`src/hdl/md5he_pkg.sv`:
```
`default_nettype none
package md5he_pkg;

	// initial chaining vector
	localparam logic [31:0] IV_A = 32'h67452301;
	localparam logic [31:0] IV_B = 32'hefcdab89;
	localparam logic [31:0] IV_C = 32'h98badcfe;
	localparam logic [31:0] IV_D = 32'h10325476;

	localparam logic [7:0] PAD_BYTE = 8'h80;
	localparam logic [5:0] LAST_POS = 6'h3f;
	localparam logic [5:0] LEN_POS  = 6'd56;

	localparam logic KIND_BYTE   = 1'b0;
	localparam logic KIND_FINISH = 1'b1;

	// one queued item
	typedef struct packed {
		logic       kind;
		logic [7:0] data_byte;
	} item_t;

	// back-end sequencer
	typedef enum logic [2:0] {
		ST_IDLE,
		ST_LOAD,
		ST_ROUND,
		ST_ADD,
		ST_EMIT
	} state_t;

	// which block is being compressed
	typedef enum logic [1:0] {
		PAD_NONE,
		PAD_FIRST,
		PAD_SECOND
	} pad_t;

	// round constant table
	function automatic logic [31:0] round_k(input logic [5:0] i);
		logic [31:0] k;
		case (i)
			6'd0:  k = 32'hd76aa478; 6'd1:  k = 32'he8c7b756;
			6'd2:  k = 32'h242070db; 6'd3:  k = 32'hc1bdceee;
			6'd4:  k = 32'hf57c0faf; 6'd5:  k = 32'h4787c62a;
			6'd6:  k = 32'ha8304613; 6'd7:  k = 32'hfd469501;
			6'd8:  k = 32'h698098d8; 6'd9:  k = 32'h8b44f7af;
			6'd10: k = 32'hffff5bb1; 6'd11: k = 32'h895cd7be;
			6'd12: k = 32'h6b901122; 6'd13: k = 32'hfd987193;
			6'd14: k = 32'ha679438e; 6'd15: k = 32'h49b40821;
			6'd16: k = 32'hf61e2562; 6'd17: k = 32'hc040b340;
			6'd18: k = 32'h265e5a51; 6'd19: k = 32'he9b6c7aa;
			6'd20: k = 32'hd62f105d; 6'd21: k = 32'h02441453;
			6'd22: k = 32'hd8a1e681; 6'd23: k = 32'he7d3fbc8;
			6'd24: k = 32'h21e1cde6; 6'd25: k = 32'hc33707d6;
			6'd26: k = 32'hf4d50d87; 6'd27: k = 32'h455a14ed;
			6'd28: k = 32'ha9e3e905; 6'd29: k = 32'hfcefa3f8;
			6'd30: k = 32'h676f02d9; 6'd31: k = 32'h8d2a4c8a;
			6'd32: k = 32'hfffa3942; 6'd33: k = 32'h8771f681;
			6'd34: k = 32'h6d9d6122; 6'd35: k = 32'hfde5380c;
			6'd36: k = 32'ha4beea44; 6'd37: k = 32'h4bdecfa9;
			6'd38: k = 32'hf6bb4b60; 6'd39: k = 32'hbebfbc70;
			6'd40: k = 32'h289b7ec6; 6'd41: k = 32'heaa127fa;
			6'd42: k = 32'hd4ef3085; 6'd43: k = 32'h04881d05;
			6'd44: k = 32'hd9d4d039; 6'd45: k = 32'he6db99e5;
			6'd46: k = 32'h1fa27cf8; 6'd47: k = 32'hc4ac5665;
			6'd48: k = 32'hf4292244; 6'd49: k = 32'h432aff97;
			6'd50: k = 32'hab9423a7; 6'd51: k = 32'hfc93a039;
			6'd52: k = 32'h655b59c3; 6'd53: k = 32'h8f0ccc92;
			6'd54: k = 32'hffeff47d; 6'd55: k = 32'h85845dd1;
			6'd56: k = 32'h6fa87e4f; 6'd57: k = 32'hfe2ce6e0;
			6'd58: k = 32'ha3014314; 6'd59: k = 32'h4e0811a1;
			6'd60: k = 32'hf7537e82; 6'd61: k = 32'hbd3af235;
			6'd62: k = 32'h2ad7d2bb; 6'd63: k = 32'heb86d391;
			default: k = 32'h0;
		endcase
		return k;
	endfunction

	// rotate amount per round
	function automatic logic [4:0] rot_amt(input logic [5:0] i);
		logic [4:0] s;
		case ({i[5:4], i[1:0]})
			4'd0:  s = 5'd7;  4'd1:  s = 5'd12; 4'd2:  s = 5'd17; 4'd3:  s = 5'd22;
			4'd4:  s = 5'd5;  4'd5:  s = 5'd9;  4'd6:  s = 5'd14; 4'd7:  s = 5'd20;
			4'd8:  s = 5'd4;  4'd9:  s = 5'd11; 4'd10: s = 5'd16; 4'd11: s = 5'd23;
			4'd12: s = 5'd6;  4'd13: s = 5'd10; 4'd14: s = 5'd15; 4'd15: s = 5'd21;
			default: s = 5'd7;
		endcase
		return s;
	endfunction

	// message word index per round
	function automatic logic [3:0] word_sel(input logic [5:0] i);
		logic [8:0] t;
		case (i[5:4])
			2'd0: t = {3'd0, i};
			2'd1: t = 9'd5 * {3'd0, i} + 9'd1;
			2'd2: t = 9'd3 * {3'd0, i} + 9'd5;
			default: t = 9'd7 * {3'd0, i};
		endcase
		return t[3:0];
	endfunction

	// little-endian word to byte order
	function automatic logic [31:0] bswap(input logic [31:0] w);
		return {w[7:0], w[15:8], w[23:16], w[31:24]};
	endfunction

endpackage
`default_nettype wire

```
`src/hdl/md5he_in_if.sv`:
```
`default_nettype none
interface md5he_in_if;
	logic       valid;
	logic       ready;
	logic       kind;
	logic [7:0] data_byte;

	modport source (output valid, output kind, output data_byte, input ready);
	modport sink (input valid, input kind, input data_byte, output ready);
endinterface
`default_nettype wire

```
`src/hdl/md5he_out_if.sv`:
```
`default_nettype none
interface md5he_out_if;
	logic        valid;
	logic        ready;
	logic [63:0] digest_high;
	logic [63:0] digest_low;

	modport source (output valid, output digest_high, output digest_low, input ready);
	modport sink (input valid, input digest_high, input digest_low, output ready);
endinterface
`default_nettype wire

```
`src/hdl/md5he_front.sv`:
```
`default_nettype none
module md5he_front
	import md5he_pkg::*;
#(
	parameter int DEPTH = 2
) (
	input  wire         clk,
	input  wire         arst_n,
	md5he_in_if.sink    msg,
	output logic        item_valid,
	output item_t       item,
	input  wire         item_ready
);

	localparam int PW = (DEPTH > 1) ? $clog2(DEPTH) : 1;
	localparam int CW = $clog2(DEPTH + 1);
	localparam logic [PW-1:0] LAST = PW'(DEPTH - 1);
	localparam logic [CW-1:0] FULL = CW'(DEPTH);

	item_t         queue_q [DEPTH];
	logic [PW-1:0] wr_ptr_q, rd_ptr_q;
	logic [CW-1:0] count_q;
	logic          push, pop;

	assign msg.ready  = (count_q != FULL);
	assign item_valid = (count_q != '0);
	assign item       = queue_q[rd_ptr_q];
	assign push       = msg.valid && msg.ready;
	assign pop        = item_valid && item_ready;

	// queue storage: a finish item is tagged by its kind bit
	always_ff @(posedge clk) begin
		if (push) begin
			queue_q[wr_ptr_q] <= '{kind: msg.kind, data_byte: msg.data_byte};
		end
	end

	// pointers and fill count
	always_ff @(posedge clk or negedge arst_n) begin
		if (!arst_n) begin
			wr_ptr_q <= '0;
			rd_ptr_q <= '0;
			count_q  <= '0;
		end else begin
			if (push) wr_ptr_q <= (wr_ptr_q == LAST) ? '0 : wr_ptr_q + 1'b1;
			if (pop)  rd_ptr_q <= (rd_ptr_q == LAST) ? '0 : rd_ptr_q + 1'b1;
			if (push && !pop) count_q <= count_q + 1'b1;
			else if (pop && !push) count_q <= count_q - 1'b1;
		end
	end

endmodule
`default_nettype wire

```
`src/hdl/md5he_back.sv`:
```
`default_nettype none
module md5he_back
	import md5he_pkg::*;
(
	input  wire         clk,
	input  wire         arst_n,
	input  wire         item_valid,
	input  item_t       item,
	output logic        item_ready,
	md5he_out_if.source digest
);

	state_t      state_q, state_d;
	pad_t        pad_q;
	logic        two_q;
	logic [5:0]  fill_q;
	logic [63:0] len_q;
	logic [63:0] bitlen_q;
	logic [31:0] ch_q [4];
	logic [31:0] a_q, b_q, c_q, d_q;
	logic [5:0]  cnt_q;
	logic [31:0] mem_q [16];
	logic [31:0] rd_q;
	logic [3:0]  wi_q;
	logic [3:0]  raddr;
	logic        out_valid_q;
	logic [63:0] out_hi_q, out_lo_q;
	logic [5:0]  pos;
	logic        take, emit_ok;
	logic [31:0] w_eff, f, t, rot;

	assign pos        = bitlen_q[8:3];
	assign item_ready = (state_q == ST_IDLE);
	assign take       = item_valid && item_ready;
	assign emit_ok    = !out_valid_q || digest.ready;

	assign digest.valid       = out_valid_q;
	assign digest.digest_high = out_hi_q;
	assign digest.digest_low  = out_lo_q;

	// next state
	always_comb begin
		state_d = state_q;
		case (state_q)
			ST_IDLE: begin
				if (take && (item.kind == KIND_FINISH || pos == LAST_POS)) state_d = ST_LOAD;
			end
			ST_LOAD:  state_d = ST_ROUND;
			ST_ROUND: if (cnt_q == LAST_POS) state_d = ST_ADD;
			ST_ADD: begin
				if (pad_q == PAD_NONE) state_d = ST_IDLE;
				else if (pad_q == PAD_FIRST && two_q) state_d = ST_LOAD;
				else state_d = ST_EMIT;
			end
			ST_EMIT:  if (emit_ok) state_d = ST_IDLE;
			default:  state_d = ST_IDLE;
		endcase
	end

	always_ff @(posedge clk or negedge arst_n) begin
		if (!arst_n) state_q <= ST_IDLE;
		else state_q <= state_d;
	end

	// block buffer: byte writes, registered word reads
	assign raddr = (state_q == ST_ROUND) ? word_sel(cnt_q + 6'd1) : 4'd0;

	always_ff @(posedge clk) begin
		if (take && item.kind == KIND_BYTE) begin
			mem_q[pos[5:2]][8*pos[1:0] +: 8] <= item.data_byte;
		end
		rd_q <= mem_q[raddr];
		wi_q <= raddr;
	end

	// padding applied on the read side
	always_comb begin
		logic [5:0] idx;
		logic [7:0] bv;
		w_eff = rd_q;
		for (int j = 0; j < 4; j++) begin
			idx = {wi_q, 2'(j)};
			bv  = rd_q[8*j +: 8];
			if (pad_q == PAD_FIRST) begin
				if (idx == fill_q) bv = PAD_BYTE;
				else if (idx > fill_q) bv = 8'h00;
				if (!two_q && idx >= LEN_POS) bv = len_q[8*idx[2:0] +: 8];
			end else if (pad_q == PAD_SECOND) begin
				bv = (idx >= LEN_POS) ? len_q[8*idx[2:0] +: 8] : 8'h00;
			end
			w_eff[8*j +: 8] = bv;
		end
	end

	// one MD5 round
	always_comb begin
		case (cnt_q[5:4])
			2'd0: f = d_q ^ (b_q & (c_q ^ d_q));
			2'd1: f = c_q ^ (d_q & (b_q ^ c_q));
			2'd2: f = b_q ^ c_q ^ d_q;
			default: f = c_q ^ (b_q | ~d_q);
		endcase
		t   = a_q + f + round_k(cnt_q) + w_eff;
		rot = (t << rot_amt(cnt_q)) | (t >> (6'd32 - {1'b0, rot_amt(cnt_q)}));
	end

	// working registers of the round unit
	always_ff @(posedge clk) begin
		if (state_q == ST_LOAD) begin
			a_q <= ch_q[0];
			b_q <= ch_q[1];
			c_q <= ch_q[2];
			d_q <= ch_q[3];
		end else if (state_q == ST_ROUND) begin
			a_q <= d_q;
			d_q <= c_q;
			c_q <= b_q;
			b_q <= b_q + rot;
		end
		if (take && item.kind == KIND_FINISH) begin
			fill_q <= pos;
			len_q  <= bitlen_q;
			two_q  <= (pos >= LEN_POS);
		end
	end

	// chaining words, length counter, pad phase, output register
	always_ff @(posedge clk or negedge arst_n) begin
		if (!arst_n) begin
			ch_q[0]     <= IV_A;
			ch_q[1]     <= IV_B;
			ch_q[2]     <= IV_C;
			ch_q[3]     <= IV_D;
			bitlen_q    <= '0;
			pad_q       <= PAD_NONE;
			cnt_q       <= '0;
			out_valid_q <= 1'b0;
			out_hi_q    <= '0;
			out_lo_q    <= '0;
		end else begin
			if (out_valid_q && digest.ready && state_q != ST_EMIT) out_valid_q <= 1'b0;
			case (state_q)
				ST_IDLE: begin
					if (take) begin
						if (item.kind == KIND_BYTE) bitlen_q <= bitlen_q + 64'd8;
						else pad_q <= PAD_FIRST;
					end
				end
				ST_LOAD:  cnt_q <= '0;
				ST_ROUND: cnt_q <= cnt_q + 6'd1;
				ST_ADD: begin
					ch_q[0] <= ch_q[0] + a_q;
					ch_q[1] <= ch_q[1] + b_q;
					ch_q[2] <= ch_q[2] + c_q;
					ch_q[3] <= ch_q[3] + d_q;
					if (pad_q == PAD_FIRST && two_q) pad_q <= PAD_SECOND;
				end
				ST_EMIT: begin
					if (emit_ok) begin
						out_valid_q <= 1'b1;
						out_hi_q    <= {bswap(ch_q[0]), bswap(ch_q[1])};
						out_lo_q    <= {bswap(ch_q[2]), bswap(ch_q[3])};
						ch_q[0]     <= IV_A;
						ch_q[1]     <= IV_B;
						ch_q[2]     <= IV_C;
						ch_q[3]     <= IV_D;
						bitlen_q    <= '0;
						pad_q       <= PAD_NONE;
					end
				end
				default: ;
			endcase
		end
	end

endmodule
`default_nettype wire

```
`src/hdl/md5_hash_engine_core.sv`:
```
// MD5 digest engine over a byte stream. A byte item is stored in the block buffer;
// the 64th byte of a block starts a compression (a load step, 64 rounds on
// a single round unit, one chaining add) during which the input queue of
// QUEUE_DEPTH items keeps accepting until it is full. A finish item pads the
// message and compresses once, or twice when 56 or more bytes of the block
// are filled, then loads the digest into the output register. After the
// digest the engine is back at the initial vector.
`default_nettype none
module md5_hash_engine_core
	import md5he_pkg::*;
#(
	parameter int QUEUE_DEPTH = 2
) (
	input  wire         clk,
	input  wire         arst_n,
	md5he_in_if.sink    msg,
	md5he_out_if.source digest
);

	logic  item_valid, item_ready;
	item_t item;

	md5he_front #(.DEPTH(QUEUE_DEPTH)) u_front (
		.clk        (clk),
		.arst_n     (arst_n),
		.msg        (msg),
		.item_valid (item_valid),
		.item       (item),
		.item_ready (item_ready)
	);

	md5he_back u_back (
		.clk        (clk),
		.arst_n     (arst_n),
		.item_valid (item_valid),
		.item       (item),
		.item_ready (item_ready),
		.digest     (digest)
	);

endmodule
`default_nettype wire

```
`src/flat_wrapper.sv`:
```
// flat-port wrapper written by rule: the top's interface ports become plain ports
module md5_hash_engine_core_flat import md5he_pkg::*;
#(
	parameter int QUEUE_DEPTH = 2
)
  (clk, arst_n, msg_valid, msg_kind, msg_data_byte, msg_ready, digest_valid, digest_digest_high, digest_digest_low, digest_ready);
  md5he_in_if msg_i ();
  md5he_out_if digest_i ();
  input  wire clk;
  input  wire arst_n;
  input wire logic [$bits(msg_i.valid)-1:0] msg_valid;
  input wire logic [$bits(msg_i.kind)-1:0] msg_kind;
  input wire logic [$bits(msg_i.data_byte)-1:0] msg_data_byte;
  output wire logic [$bits(msg_i.ready)-1:0] msg_ready;
  output wire logic [$bits(digest_i.valid)-1:0] digest_valid;
  output wire logic [$bits(digest_i.digest_high)-1:0] digest_digest_high;
  output wire logic [$bits(digest_i.digest_low)-1:0] digest_digest_low;
  input wire logic [$bits(digest_i.ready)-1:0] digest_ready;
  assign msg_i.valid = msg_valid;
  assign msg_i.kind = msg_kind;
  assign msg_i.data_byte = msg_data_byte;
  assign msg_ready = msg_i.ready;
  assign digest_valid = digest_i.valid;
  assign digest_digest_high = digest_i.digest_high;
  assign digest_digest_low = digest_i.digest_low;
  assign digest_i.ready = digest_ready;
  md5_hash_engine_core #(.QUEUE_DEPTH(QUEUE_DEPTH)) u_core (.clk(clk), .arst_n(arst_n), .msg(msg_i), .digest(digest_i));
endmodule
```
`config.mk`:
```
export PLATFORM = sky130hd
export DESIGN_NAME = md5_hash_engine_core_flat
export DESIGN_NICKNAME = d
export VERILOG_FILES = /design/src/hdl/md5he_pkg.sv /design/src/hdl/md5he_in_if.sv /design/src/hdl/md5he_out_if.sv /design/src/hdl/md5he_front.sv /design/src/hdl/md5he_back.sv /design/src/hdl/md5_hash_engine_core.sv /design/src/flat_wrapper.sv
export SDC_FILE = /design/constraint.sdc
export NUM_CORES = 2
export LEC_CHECK = 0
export BUFFER_PORTS_ARGS = -buffer_cell sky130_fd_sc_hd__buf_2
export CAP_MARGIN = 30
export CELL_PAD_IN_SITES_DETAIL_PLACEMENT = 1
export CELL_PAD_IN_SITES_GLOBAL_PLACEMENT = 1
export CORE_UTILIZATION = 50
export CTS_CLUSTER_SIZE = 16
export DETAILED_ROUTE_END_ITERATION = 6
export PLACE_DENSITY = 0.92
export SLEW_MARGIN = 10
export SYNTH_ARGS = -nofsm -noshare
export SYNTH_HDL_FRONTEND = slang
export SYNTH_SLANG_ARGS = --single-unit
```
`constraint.sdc`:
```
create_clock -name clk -period 11.5 [get_ports clk]
set_input_delay 0.575 -clock clk [delete_from_list [all_inputs] [get_ports clk]]
set_output_delay 0.575 -clock clk [all_outputs]
set_load 0.005 [all_outputs]
```
==> results.toml <==
[status]
outcome = "complete, no violations"

[logic_synthesis]
yosys.area_share.simple_pct = 17.07
ys.flop_type = "edfxtp_1"
yosysWarnings = 0
synthAdderAreaFrac_pct = 7.426
synth_top_area_share_pct = 34.35
synth_area_per_cell_um2 = 9.730
yosys.area.top_type = "edfxtp_1"
synthDistinctLibCells = 97
synthArstFlopShare_pct = 30.58
synth-seq-area-share_pct = 48.86
ys_ff_latch = 1089
synthMostInstantiatedCell = "nand2_1"
synthTopCellsByCount = "1306 x nand2_1, 720 x edfxtp_1, 480 x nor2_1"
synth_xor_area_share_pct = 3.727
syn_area_um2 = 62950
synth_edf_count = 720
muxShareOfSynthArea_pct = 4.216
synth_nets = 6787
synth_compound_area_share_pct = 15.32
synth_area_leaders = "edfxtp_1 34%, dfrtp_1 11%, nand2_1 7.8%"
synthCells = 6469
synth_top_family_by_area = "simple AND/OR/NAND/NOR gates"

[floorplanning]
row_count = 129
die-area_um2 = 127300
die_x_um = 356.8
initial_utilization_pct = 50.65
core_um2 = 124300
die_height_um = 356.8
ios = 143

[cells_and_area]
num-nets-final = 6815
syn_to_final_growth_pct = 10.57
drive_above_1_share_pct = 11.16
postLayoutCoreUtil_pct = 56.00
final_cells = 8242

[critical_path]
r2r.worst_path.cells = 42
crit_top_cell = "fa_1"
slowest_delay_ns = 0.56
reg2reg_from = "u_core.u_back.len_q[8]"
r2r_end = "u_core.u_back.b_q[30]"
path_class = "flop to flop"
end_kind = "flop"
crit_fanout = 7
slowest_stage = "mux4_2"
crit_arrival_ns = 11.38
startpoint_type = "flop"
cp_data_required_time_ns = 11.97
ff2ff_setup_slack_ns = 0.59

[timing]
min_period_over_period_pct = 94.85
fmax_mhz = 91.68
tns_ns = 0
period_minus_slack_ns = 10.91
fin_ws_ns = 0.5920
fin_skew_ns = 0.08016
final_hold_viol_count = 0
final_max_slew_viol_count = 0
setup_viol_count_final = 0
grt_setup_unrepaired = "false"
slew_headroom_pct = 10.52
worst_pin_slew_ns = 1.328

[placed_design]
port_buffers = 142
placed_cells = 7969
gp_congestion = 0.9938
dp_slack_ns = 0.7689
hpwlAfterDp_um = 164700

[global_route]
track_usage_pct = 38.69
grt_pass1_vias = 57560
antenna_found_initial = 15
grt_max_degree = 152
grt.overflow.total = 0
grt_pass1_wl_um = 372000

[min_path]
hp-class = "primary input to flop"
worstHoldStart = "msg_valid"
whs_endpoint = "u_core.u_front.wr_ptr_q"
whs_path_depth = 3

[clock_tree]
cts_tree = "yes"
cts.path.max_buffers = 3
clock-root-buffer = "clkbuf_16"
clock_latency_ns = 0.82
cts_inserted_buffers = 113
clkSlewWorstSetupHoldPaths_ns = 0.07
cts.sinks = 1089
htreeDepth = 3

[routing]
routed_wirelength_um = 267000
initialDrtViolationCount = 8551
drc_errors = 0
vias_per_cell = 7.054
vias = 58140
wire_per_inst_um = 32.40
drtPass1Iterations = 7
ant_nets = 0

[flow_run]
maxCapViolCount = 0
[repair_timing]
action | in CTS | in global routing
gates resized for setup | 0 | 4
hold buffers | 10 | 0
hold endpoints to repair | 91 | 0
setup buffers | 0 | 0
setup endpoints to repair | 0 | 4
[cells by family after synthesis]
| kind of cell | Yosys count |
|---|---|
| AND/OR/NAND/NOR | 2488 |
| AO/OA/AOI/OAI | 1503 |
| flip-flops | 1089 |
| buffers and inverters | 561 |
| adder cells (fa/ha/maj) | 336 |
| XOR/XNOR | 267 |
| multiplexers | 225 |
[metrics by stage]
step / area [um2] / hold WS, ns
after floorplan: 62950 / 0.2794
after global placement: 65070 / 0.4522
after detailed placement: 65210 / 0.4577
after CTS: 69180 / 0.1394
after global routing: 69580 / 0.1710
final: 69600 / 0.1753
[critical path, delay by kind of cell (launching register included)]
kind	cells	cell delay, ns
and+or+nand+nor	9	1.74
adders and majority gates	7	2.77
DFF	1	0.39
AOI/OAI and AO/OA	19	4.11
muxes	2	0.83
buffers and inverters	3	0.34
xor gates and xnor gates	2	0.38
[worst max-delay path by stage]
stage          depth (start not counted)                    end               startpoint
6_report                              42  u_core.u_back.b_q[30]   u_core.u_back.len_q[8]
3_5_place_dp                          40  u_core.u_back.b_q[30]  u_core.u_back.fill_q[4]
4_1_cts                               40  u_core.u_back.b_q[30]  u_core.u_back.fill_q[4]
2_1_floorplan                         40  u_core.u_back.b_q[30]  u_core.u_back.fill_q[4]
5_1_grt                               41  u_core.u_back.b_q[30]  u_core.u_back.fill_q[4]
3_3_place_gp                          40  u_core.u_back.b_q[30]  u_core.u_back.fill_q[4]
[placed cells by master (no fill, tap or decap), drive strengths merged, types with 161 or more instances in the layout]
cell	n
inv	194
nor2	482
a21oi	366
buf	275
o21ai	423
ha	232
nand3	267
clkbuf	161
edfxtp	720
nand2	1306
dfrtp	269
[state kept, by name (all words and copies together) (netlist names), 56 cells and up]
| name | count |
|---|---|
| u_core.u_back.digest.digest_high | 64 |
| u_core.u_back.len_q | 56 |
| u_core.u_back.bitlen_q | 61 |
| u_core.u_back.digest.digest_low | 64 |
| u_core.u_back.ch_q | 128 |
| u_core.u_back.mem_q | 512 |
[per-layer routing]
| metal | track usage, % | share of wire (%) | vias up |
|---|---|---|---|
| met5 | 0 | 0.058 | - |
| met4 | 25.85 | 9.5 | 14 |
| met3 | 8.245 | 11 | 1608 |
| met2 | 62.47 | 45 | 4549 |
| met1 | 46.71 | 34 | 28600 |
| li1 | - | - | 23380 |
[final cells by class]
cell class	instances	area [um2]
multi-input cells	4819	30230
diodes	8	20.02
clock inverters	54	705.7
inverters	189	719.4
well taps	1637	2048
repair buffers	285	1953
fillers	13560	54680
clock buffers	161	3159
flip-flops and latches	1089	30770
Power is not shown: default switching activity piles up to over one toggle a cycle in this logic, so the estimate is an artifact.
